<file path="src/sv/sst_pkg.sv">
// ---------------------------------------------------------------------------
// sst_pkg
// Shared constants and types for the strongest signal table.
// ---------------------------------------------------------------------------
`default_nettype none
package sst_pkg;
    localparam int DEFAULT_TABLE_DEPTH = 16;
    localparam int ADDR_W   = 48;
    localparam int TAG_W    = 32;
    localparam int SIG_W    = 8;
    localparam int ENTRY_W  = ADDR_W + TAG_W + SIG_W;
    localparam int MAX_OUT  = 16;

    localparam logic [1:0] OP_CLEAR   = 2'd0;
    localparam logic [1:0] OP_REPORT  = 2'd1;
    localparam logic [1:0] OP_FINISH  = 2'd2;
    localparam logic [1:0] OP_IGNORED = 2'd3;

    typedef struct packed {
        logic [ADDR_W-1:0] address;
        logic [TAG_W-1:0]  name_tag;
        logic [SIG_W-1:0]  strength;
    } entry_t;
endpackage
`default_nettype wire

</file>
<file path="src/sv/strongest_signal_table.sv">
// ---------------------------------------------------------------------------
// strongest_signal_table
// Bounded table of the strongest advertisers seen during one scan.
// ---------------------------------------------------------------------------
// Entries live in one RAM with a registered read. A report is accepted,
// then scans the held entries in turn (read, then compare), stopping at an
// address match, and ends with a write-back. A finish runs an in-place
// insertion sort over the RAM (quadratic in the entry count), then reads
// out one entry per result (read, wait, send), each result held while the
// sink stalls. A clear is done on acceptance. One item is processed at a
// time.
`default_nettype none
module strongest_signal_table
    import sst_pkg::*;
#(
    parameter int TABLE_DEPTH = DEFAULT_TABLE_DEPTH
) (
    input  wire          clk,
    input  wire          rst_n,
    input  wire          s_tvalid,
    output logic         s_tready,
    // opcode[1:0], address[49:2], name_tag[81:50], signal_strength[89:82],
    // end_error[90], zero fill
    input  wire  [95:0]  s_tdata,
    output logic         m_tvalid,
    input  wire          m_tready,
    // entry_valid[0], entry_address[48:1], entry_name_tag[80:49],
    // entry_strength[88:81], rank[92:89], total_seen[108:93],
    // shown_count[113:109], scan_failed_flag[114], zero fill
    output logic [119:0] m_tdata,
    output logic         m_tlast
);
    localparam int IW = (TABLE_DEPTH > 1) ? $clog2(TABLE_DEPTH) : 1;
    localparam int CW = $clog2(TABLE_DEPTH + 1);

    localparam logic [3:0] ST_IDLE   = 4'd0;
    localparam logic [3:0] ST_SCAN   = 4'd1;
    localparam logic [3:0] ST_SCANW  = 4'd2;
    localparam logic [3:0] ST_WRITE  = 4'd3;
    localparam logic [3:0] ST_SKEY   = 4'd4;
    localparam logic [3:0] ST_SKEYW  = 4'd5;
    localparam logic [3:0] ST_SCMP   = 4'd6;
    localparam logic [3:0] ST_SCMPW  = 4'd7;
    localparam logic [3:0] ST_SPUT   = 4'd8;
    localparam logic [3:0] ST_OREAD  = 4'd9;
    localparam logic [3:0] ST_OWAIT  = 4'd10;
    localparam logic [3:0] ST_OSEND  = 4'd11;

    logic [3:0]          state_reg, state_next;
    logic [CW-1:0]       count_reg, count_next;
    logic [15:0]         seen_reg, seen_next;
    logic                failed_reg, failed_next;
    logic [CW-1:0]       i_reg, i_next;
    logic [CW-1:0]       j_reg, j_next;
    entry_t              req_reg, req_next;
    logic [IW-1:0]       hit_reg, hit_next;
    logic                found_reg, found_next;
    logic [IW-1:0]       weak_reg, weak_next;
    logic [SIG_W-1:0]    weak_sig_reg, weak_sig_next;
    entry_t              out_reg, out_next;
    logic                ovalid_reg, ovalid_next;
    logic                olast_reg, olast_next;
    logic [3:0]          orank_reg, orank_next;
    logic [CW-1:0]       on_reg, on_next;

    logic                we;
    logic [IW-1:0]       waddr, raddr;
    entry_t              wdata, rdata;
    logic [ENTRY_W-1:0]  rdata_raw;
    logic                s_acc;

    sst_ram #(.WIDTH(ENTRY_W), .DEPTH(TABLE_DEPTH)) u_ram (
        .clk   (clk),
        .we    (we),
        .waddr (waddr),
        .wdata (wdata),
        .raddr (raddr),
        .rdata (rdata_raw)
    );
    assign rdata = entry_t'(rdata_raw);

    assign s_tready = (state_reg == ST_IDLE);
    assign s_acc    = s_tvalid && s_tready;

    // next-state and datapath control
    always_comb
    begin
        state_next    = state_reg;
        count_next    = count_reg;
        seen_next     = seen_reg;
        failed_next   = failed_reg;
        i_next        = i_reg;
        j_next        = j_reg;
        req_next      = req_reg;
        hit_next      = hit_reg;
        found_next    = found_reg;
        weak_next     = weak_reg;
        weak_sig_next = weak_sig_reg;
        out_next      = out_reg;
        ovalid_next   = ovalid_reg;
        olast_next    = olast_reg;
        orank_next    = orank_reg;
        on_next       = on_reg;
        we            = 1'b0;
        waddr         = '0;
        wdata         = req_reg;
        raddr         = i_reg[IW-1:0];
        case (state_reg)
            ST_IDLE:
            begin
                if (s_acc)
                begin
                    req_next.address  = s_tdata[49:2];
                    req_next.name_tag = s_tdata[81:50];
                    req_next.strength = s_tdata[89:82];
                    i_next     = '0;
                    found_next = 1'b0;
                    weak_next  = '0;
                    case (s_tdata[1:0])
                        OP_CLEAR:
                        begin
                            count_next  = '0;
                            seen_next   = '0;
                            failed_next = 1'b0;
                        end
                        OP_REPORT:
                        begin
                            seen_next  = seen_reg + 16'd1;
                            state_next = (count_reg == '0) ? ST_WRITE : ST_SCAN;
                        end
                        OP_FINISH:
                        begin
                            failed_next = s_tdata[90] && (seen_reg == 16'd0);
                            i_next      = CW'(1);
                            state_next  = ST_SKEY;
                        end
                        default:
                        begin
                        end
                    endcase
                end
            end
            // issue read of entry i
            ST_SCAN:
            begin
                state_next = ST_SCANW;
            end
            // compare entry i against the request
            ST_SCANW:
            begin
                if (rdata.address == req_reg.address)
                begin
                    found_next = 1'b1;
                    hit_next   = i_reg[IW-1:0];
                    out_next   = rdata;
                    state_next = ST_WRITE;
                end
                else
                begin
                    if (i_reg == '0 ||
                        $signed(rdata.strength) < $signed(weak_sig_reg))
                    begin
                        weak_next     = i_reg[IW-1:0];
                        weak_sig_next = rdata.strength;
                    end
                    if (i_reg + CW'(1) == count_reg)
                    begin
                        state_next = ST_WRITE;
                    end
                    else
                    begin
                        i_next     = i_reg + CW'(1);
                        state_next = ST_SCAN;
                    end
                end
            end
            // write back the update, append or replacement
            ST_WRITE:
            begin
                state_next = ST_IDLE;
                if (found_reg)
                begin
                    if ($signed(req_reg.strength) > $signed(out_reg.strength))
                    begin
                        we    = 1'b1;
                        waddr = hit_reg;
                        wdata = out_reg;
                        wdata.strength = req_reg.strength;
                        if (req_reg.name_tag != '0)
                        begin
                            wdata.name_tag = req_reg.name_tag;
                        end
                    end
                end
                else if (count_reg < CW'(TABLE_DEPTH))
                begin
                    we         = 1'b1;
                    waddr      = count_reg[IW-1:0];
                    count_next = count_reg + CW'(1);
                end
                else if ($signed(req_reg.strength) > $signed(weak_sig_reg))
                begin
                    we    = 1'b1;
                    waddr = weak_reg;
                end
            end
            // sort: fetch key at i
            ST_SKEY:
            begin
                if (i_reg >= count_reg)
                begin
                    i_next     = '0;
                    orank_next = '0;
                    on_next    = (TABLE_DEPTH > MAX_OUT && count_reg > CW'(MAX_OUT)) ?
                                 CW'(MAX_OUT) : count_reg;
                    state_next = ST_OREAD;
                end
                else
                begin
                    state_next = ST_SKEYW;
                end
            end
            ST_SKEYW:
            begin
                req_next   = rdata;
                j_next     = i_reg;
                raddr      = IW'(i_reg - CW'(1));
                state_next = ST_SCMP;
            end
            // sort: read j-1 and shift it up while weaker than the key
            ST_SCMP:
            begin
                raddr      = IW'(j_reg - CW'(1));
                state_next = ST_SCMPW;
            end
            ST_SCMPW:
            begin
                if ($signed(rdata.strength) < $signed(req_reg.strength))
                begin
                    we     = 1'b1;
                    waddr  = j_reg[IW-1:0];
                    wdata  = rdata;
                    j_next = j_reg - CW'(1);
                    state_next = (j_reg == CW'(1)) ? ST_SPUT : ST_SCMP;
                end
                else
                begin
                    state_next = ST_SPUT;
                end
            end
            ST_SPUT:
            begin
                we         = 1'b1;
                waddr      = j_reg[IW-1:0];
                wdata      = req_reg;
                i_next     = i_reg + CW'(1);
                state_next = ST_SKEY;
            end
            // readout
            ST_OREAD:
            begin
                state_next = ST_OWAIT;
            end
            ST_OWAIT:
            begin
                if (on_reg == '0)
                begin
                    out_next    = '0;
                    ovalid_next = 1'b0;
                    olast_next  = 1'b1;
                end
                else
                begin
                    out_next    = rdata;
                    ovalid_next = 1'b1;
                    olast_next  = (i_reg + CW'(1) >= on_reg);
                end
                orank_next = 4'(i_reg);
                state_next = ST_OSEND;
            end
            ST_OSEND:
            begin
                if (m_tready)
                begin
                    if (olast_reg)
                    begin
                        state_next = ST_IDLE;
                    end
                    else
                    begin
                        i_next     = i_reg + CW'(1);
                        raddr      = IW'(i_reg + CW'(1));
                        state_next = ST_OWAIT;
                    end
                end
            end
            default:
            begin
                state_next = ST_IDLE;
            end
        endcase
    end

    // control registers
    always_ff @(posedge clk or negedge rst_n)
    begin
        if (!rst_n)
        begin
            state_reg  <= ST_IDLE;
            count_reg  <= '0;
            seen_reg   <= '0;
            failed_reg <= 1'b0;
        end
        else
        begin
            state_reg  <= state_next;
            count_reg  <= count_next;
            seen_reg   <= seen_next;
            failed_reg <= failed_next;
        end
    end

    // payload registers
    always_ff @(posedge clk)
    begin
        i_reg        <= i_next;
        j_reg        <= j_next;
        req_reg      <= req_next;
        hit_reg      <= hit_next;
        found_reg    <= found_next;
        weak_reg     <= weak_next;
        weak_sig_reg <= weak_sig_next;
        out_reg      <= out_next;
        ovalid_reg   <= ovalid_next;
        olast_reg    <= olast_next;
        orank_reg    <= orank_next;
        on_reg       <= on_next;
    end

    // output mapping
    assign m_tvalid = (state_reg == ST_OSEND);
    assign m_tlast  = olast_reg;
    assign m_tdata  = {5'd0, failed_reg, 5'(count_reg), seen_reg, orank_reg,
                       out_reg.strength, out_reg.name_tag, out_reg.address,
                       ovalid_reg};

`ifndef SYNTHESIS
    a_no_accept_busy: assert property (@(posedge clk) disable iff (!rst_n)
        (state_reg != ST_IDLE) |-> !s_tready)
        else $error("input taken while busy");
    a_count_bound: assert property (@(posedge clk) disable iff (!rst_n)
        count_reg <= CW'(TABLE_DEPTH))
        else $error("entry count overflow");
    a_out_hold: assert property (@(posedge clk) disable iff (!rst_n)
        (m_tvalid && !m_tready) |=> (m_tvalid && $stable(m_tdata)))
        else $error("result changed under stall");
    a_seen_step: assert property (@(posedge clk) disable iff (!rst_n)
        (state_reg != ST_IDLE) |=> $stable(seen_reg))
        else $error("report count changed while busy");
`endif
endmodule
`default_nettype wire

</file>
<file path="src/sv/sst_ram.sv">
// ---------------------------------------------------------------------------
// sst_ram
// Generic single-port write, single-port read RAM with registered read.
// ---------------------------------------------------------------------------
`default_nettype none
module sst_ram #(
    parameter int WIDTH = 8,
    parameter int DEPTH = 16
) (
    input  wire                                         clk,
    input  wire                                         we,
    input  wire  [((DEPTH > 1) ? $clog2(DEPTH) : 1)-1:0] waddr,
    input  wire  [WIDTH-1:0]                            wdata,
    input  wire  [((DEPTH > 1) ? $clog2(DEPTH) : 1)-1:0] raddr,
    output logic [WIDTH-1:0]                            rdata
);
    logic [WIDTH-1:0] mem [DEPTH];

    // write port and registered read
    always_ff @(posedge clk)
    begin
        if (we)
        begin
            mem[waddr] <= wdata;
        end
        rdata <= mem[raddr];
    end
endmodule
`default_nettype wire

</file>
<file path="config.mk">
export PLATFORM = sky130hd
export DESIGN_NAME = strongest_signal_table
export DESIGN_NICKNAME = d
export VERILOG_FILES = /design/src/sv/sst_pkg.sv /design/src/sv/strongest_signal_table.sv /design/src/sv/sst_ram.sv
export SDC_FILE = /design/constraint.sdc
export NUM_CORES = 2
export LEC_CHECK = 0
export ABC_AREA = 0
export BUFFER_PORTS_ARGS = -buffer_cell sky130_fd_sc_hd__clkbuf_2
export CORE_MARGIN = 2
export CORE_UTILIZATION = 40
export DETAILED_ROUTE_END_ITERATION = 12
export SYNTH_ARGS = -nofsm -noshare
export SYNTH_HDL_FRONTEND = slang
export SYNTH_SLANG_ARGS = --single-unit
</file>
<file path="constraint.sdc">
create_clock -name clk -period 31.2 [get_ports clk]
set_clock_uncertainty 0.1 [all_clocks]
set_input_delay 1.56 -clock clk [delete_from_list [all_inputs] [get_ports clk]]
set_output_delay 1.56 -clock clk [all_outputs]
set_load 0.01 [all_outputs]
</file>
# After elaboration in Yosys (flattened, before gate mapping)
# Memory sizes are Yosys's and may differ from the RTL's. A register that Yosys moved wholly into a read port is not among the register bits.
# Cells that the tools add are included.
# word_totals
reg_bits	240
latch_bits	0
ramBits	1408
rom_bits	0
input_bits	100
elab_cells	161
memories	1
# classes
n_addsub	5
multipliers	0
n_div	0
magnitude_cmp	7
eq_ne	29
shift	0
muxes	65
n_bitwise	1
n_reduce_logical	33
# mem_list
memory	words	word_bits	read_ports	rd_clocked_by_memory_dff	write_ports	line	source
u_ram.mem	16	88	1	1	1	sst_ram.sv:17	logic [WIDTH-1:0] mem [DEPTH];
# op_table
op	count
$mux 88	6
$pmux 88 s2	3
$mux 4	17
$mux 5	11
$eq 48x48->1	1
$pmux 4 s11	1
$mux 32	1
$pmux 16 s2	1
$reduce_bool 32->1	1
$pmux 5 s5	1
$pmux 4 s2	3
$pmux 4 s3	2
$pmux 5 s2	2
$ne 2x2->1 const B	9
$add 16x1->16 const B	1
$eq 4x3->1 const B	4
$eq 4x4->1 const B	4
$gt 8x8->1	2
$logic_not 16->1	1
$lt 8x8->1	2
$reduce_bool 2->1	8
$logic_not 5->1	3
$reduce_and 3->1	5
$reduce_and 2->1	6
26 further kinds	45

# Logic depth before layout (Yosys ltp)
# depth
word_depth	7
ltp_mapped	14

# Hierarchy
# A second synthesis with hierarchy kept.
# unflattened
hier_cells	3513
area_unflattened_um2	68579.5
# by_module_without_submodules
module	instances	cells_per_inst	area_per_inst_um2	seq_area_each_um2
sst_ram	1	2256	54372.1	44042.2
strongest_signal_table	1	1257	14207.4	7076.8

# Worst setup path before layout
# Ideal clock, no wire load.
# synth_path
kind	flip-flop to flip-flop
startpoint	register req_reg[5] in the netlist's numbering
endpoint	memory u_ram.mem[0][0] in the netlist's numbering, enable pin
setup_time_ns	0.750
arrival_ns	10.716
required_ns	30.350
slack_ns	19.633
stages_incl_launch_ff	9
path_buffers	0
path_cell_list	edfxtp_1 ha_1 a21o_1 a2111oi_0 and3_1 nor3b_1 a221o_1 or2_2 nor4_1
# synth_via
elab_chain_len	7
elab_cells_between_ends	17
cone_classes	3 x order compare; 14 x mux
# synth_rtl
item	line	source
start: declaration	strongest_signal_table.sv:55	entry_t req_reg, req_next;
start signal: assignment	strongest_signal_table.sv:328	req_reg <= req_next;
$gt 8x8->1	strongest_signal_table.sv:201	else if ($signed(req_reg.strength) > $signed(weak_sig_reg))
$mux 1	strongest_signal_table.sv:201	
$mux 1	strongest_signal_table.sv:195	else if (count_reg < CW'(TABLE_DEPTH))
$mux 1	strongest_signal_table.sv:181	if (found_reg)
$pmux 1 s3	strongest_signal_table.sv:108	case (state_reg)
$mux 1	sst_ram.sv:22	if (we)
$mux 1 (not written as such)	sst_ram.sv:24	mem[waddr] <= wdata;
end: declaration	sst_ram.sv:17	
# Several ways; a longest one is shown, not always the timed one.

# Worst setup path after layout
# layout_path
startpoint	register state_reg[3]
endpoint	register u_ram.rdata[44] (read register of u_ram.mem)
# layout_via
elab_chain_len	2
elab_cells_between_ends	4
cone_classes	3 x eq/ne; 1 x mux
# layout_rtl
item	line	source
start: declaration	strongest_signal_table.sv:49	logic [3:0] state_reg, state_next;
start signal: assignment	strongest_signal_table.sv:316	state_reg <= state_next;
$eq 4x4->1 or $eq 4x3->1 (tied branches)	strongest_signal_table.sv:108	
$pmux 4 s3 (*)	strongest_signal_table.sv:108	
end: declaration	sst_ram.sv:15	output logic [WIDTH-1:0] rdata
# Every way passes the cells marked *; elsewhere a longest branch is shown, timed or not.
# A chain may end at the register's enable or synchronous reset.

==> flow_metrics.tcl <==
set metrics [dict create \
    final_nets 6023 \
    antenna_found_initial 2 \
    insertion_delay_ns 0.82 \
    crit_path_end_kind "flip-flop" \
    first_global_vias 43400 \
    ctsResizeCount 0 \
    die_area_um2 179000 \
    ff2ff_setup_slack_ns 24.24 \
    seq_area_um2 51100 \
    drt-vias-per-instance 5.51 \
    final_cell_mix "nand2_1 (1701), edfxtp_1 (1622), a21oi_1 (545), nand3_1 (373), clkbuf_2 (212)" \
    num_rows 153 \
    wirelength_um 202000 \
    cts_tree "done" \
    cp_data_arrival_time_ns 7.54 \
    largest_reg_flops 1408 \
    clock_sinks 1736 \
    hpwl_um 103000 \
    hold_path_class "reg2reg" \
    grt_max_degree 204 \
    peakVddDrop_mv 0.161 \
    finalSetupTns_ns 0 \
    gr-total-overflow 0 \
    rsz0062_at_grt "false" \
    firstDrtPassIters 7 \
    ys_seq_area_share_pct 72.9 \
    fin_crit_sh_pct 22.3 \
    status "finished, final reports clean" \
    cts.clk_slew.worst_paths_ns 0.07 \
    grt_usage_pct 22.1 \
    worst_setup_path_start_kind "flip-flop" \
    drc_errors 0 \
    period_minus_slack_ns 6.96 \
    fmax_mhz 144 \
    drt-initial-drc-count 5433 \
    crit_type "reg2reg" \
    synth-warning-count 0 \
    synthArstFlopShare_pct 1.50 \
    synth_area_per_cell_um2 12.3 \
    worstPathMaxFanout 160 \
    yosys.cell_types.count 70 \
    dieWidth_um 423 \
    ios 223 \
    netlist_area_um2 70100 \
    dr_total_vias 46000 \
    fillers 15400 \
    max_slew_margin_pct 20.8 \
    gp_congestion 0.852 \
    synth-edff-count 1622 \
    power_leakage_nw 28.4 \
    maxCapViolCount 0 \
    hold_buffers 0 \
    regMostFlops "u_ram.mem" \
    port_buffers 212 \
    clk_path_buf_depth 3 \
    synth_ff_type "edfxtp_1" \
    initial_core_util_pct 40.3 \
    grt_pass1_wl_um 293000 \
    final_core_util_pct 45.8 \
    synth_cells 5713 \
    required_ns 31.78 \
    htree_levels 4 \
    ctsRootBufferMaster "clkbuf_16" \
    cts_buffers 173 \
    hold_viol 0 \
    multi_input_area_um2 17200 \
    fin_hold_ws_ns 0.421 \
    syn_to_final_growth_pct 13.6 \
    core_area_um2 174000 \
    p_per_area_nw_per_um2 97.4 \
    final_layout_size_suffix_gt1_share_pct 10.4 \
    setup_viol 0 \
    final_common_cell "nand2_1" \
    ys_seq_elements 1736 \
    chipHeight_um 423 \
    post_cts_buffers 0 \
    antenna_left 0 \
    tightest_slew_ns 1.19 \
    slew_viol_final 0 \
    post_drt_wl_per_cell_um 24.2 \
]
final timing paths:
check	cells after the start	to	startpoint
min in group asynchronous	1	seen_reg[10]	rst_n
min	2	failed_reg	failed_reg
max	13	u_ram.rdata[44]	state_reg[3]
max in group asynchronous	1	failed_reg	rst_n
min reg2reg	2	failed_reg	failed_reg
max reg2reg	13	u_ram.rdata[44]	state_reg[3]
routing by layer:
layer	vias to the layer above	wire length, um	track usage (%)
met3	288	14200	2.76
met5	-	0	0
li1	20800	-	-
met1	23000	81200	29.3
met4	0	6550	7.90
met2	1928	100000	37.2
Yosys cell counts (all sizes together) (49+ instances only):
cell type / instances / area share, %
buf: 185 / 1.3
dfxtp: 88 / 2.5
ha: 52 / 0.93
nand3: 373 / 2.7
inv: 140 / 0.75
nor2b: 95 / 0.85
o21ai: 58 / 0.41
clkbuf: 160 / 0.86
a222oi: 49 / 0.70
nand2: 1707 / 9.2
nor3: 187 / 1.3
a21oi: 547 / 3.9
nor2: 59 / 0.32
nor4: 102 / 0.91
xnor2: 63 / 0.79
edfxtp: 1622 / 69
layout make-up:
type / instances / area share [%]
Sequential cell: 1736 / 64.2
Tap cell: 2325 / 3.65
Inverter: 140 / 0.660
Antenna cell: 1 / 0.00314
Clock inverter: 64 / 0.910
Multi-Input combinational cell: 3496 / 21.7
Clock buffer: 257 / 6.38
Timing Repair Buffer: 324 / 2.53
worst max-delay path: stages (launching register included):
cell and delay [ns]:
dfrtp_1 0.40, inv_1 0.08, ha_1 0.39, and3b_4 0.79, a21o_1 0.24, a221o_4 0.84, buf_12 0.56, buf_4 0.87
buf_4 0.84, buf_4 0.80, nand2_1 0.12, nand3_1 0.11, a21oi_1 0.09, nor4_1 0.38
per-stage QoR:
stage          power, W  std cells  setup WS [ns]  area (um2)
2_1_floorplan   0.00481       5717          19.63       70100
3_3_place_gp    0.00564       8021          23.77       73800
3_5_place_dp    0.00567       8021          23.78       73800
4_1_cts         0.00777       8342          24.19       79600
5_1_grt         0.00812       8343          23.74       79600
6_report        0.00775       8343          24.24       79600
report_power, final:
part	leakage, nW	total [W]	switching [W]	internal, W
combinational	9.80	0.00251	0.00182	0.000685
clock	2.84	0.00211	0.000878	0.00123
sequential	15.7	0.00314	0.000163	0.00298
logic make-up after synthesis:
| kind of cell | count (synthesis) | synth area share (%) |
|---|---|---|
| other cells | 1 | 0.00535 |
| mux | 8 | 0.120 |
| compound gates | 763 | 6.28 |
| fa+ha+maj | 52 | 0.928 |
| xor+xnor | 69 | 0.862 |
| flops | 1736 | 72.9 |
| simple gates | 2599 | 16.0 |
| buf+inv | 485 | 2.91 |
(Power assumes the default switching activity.)
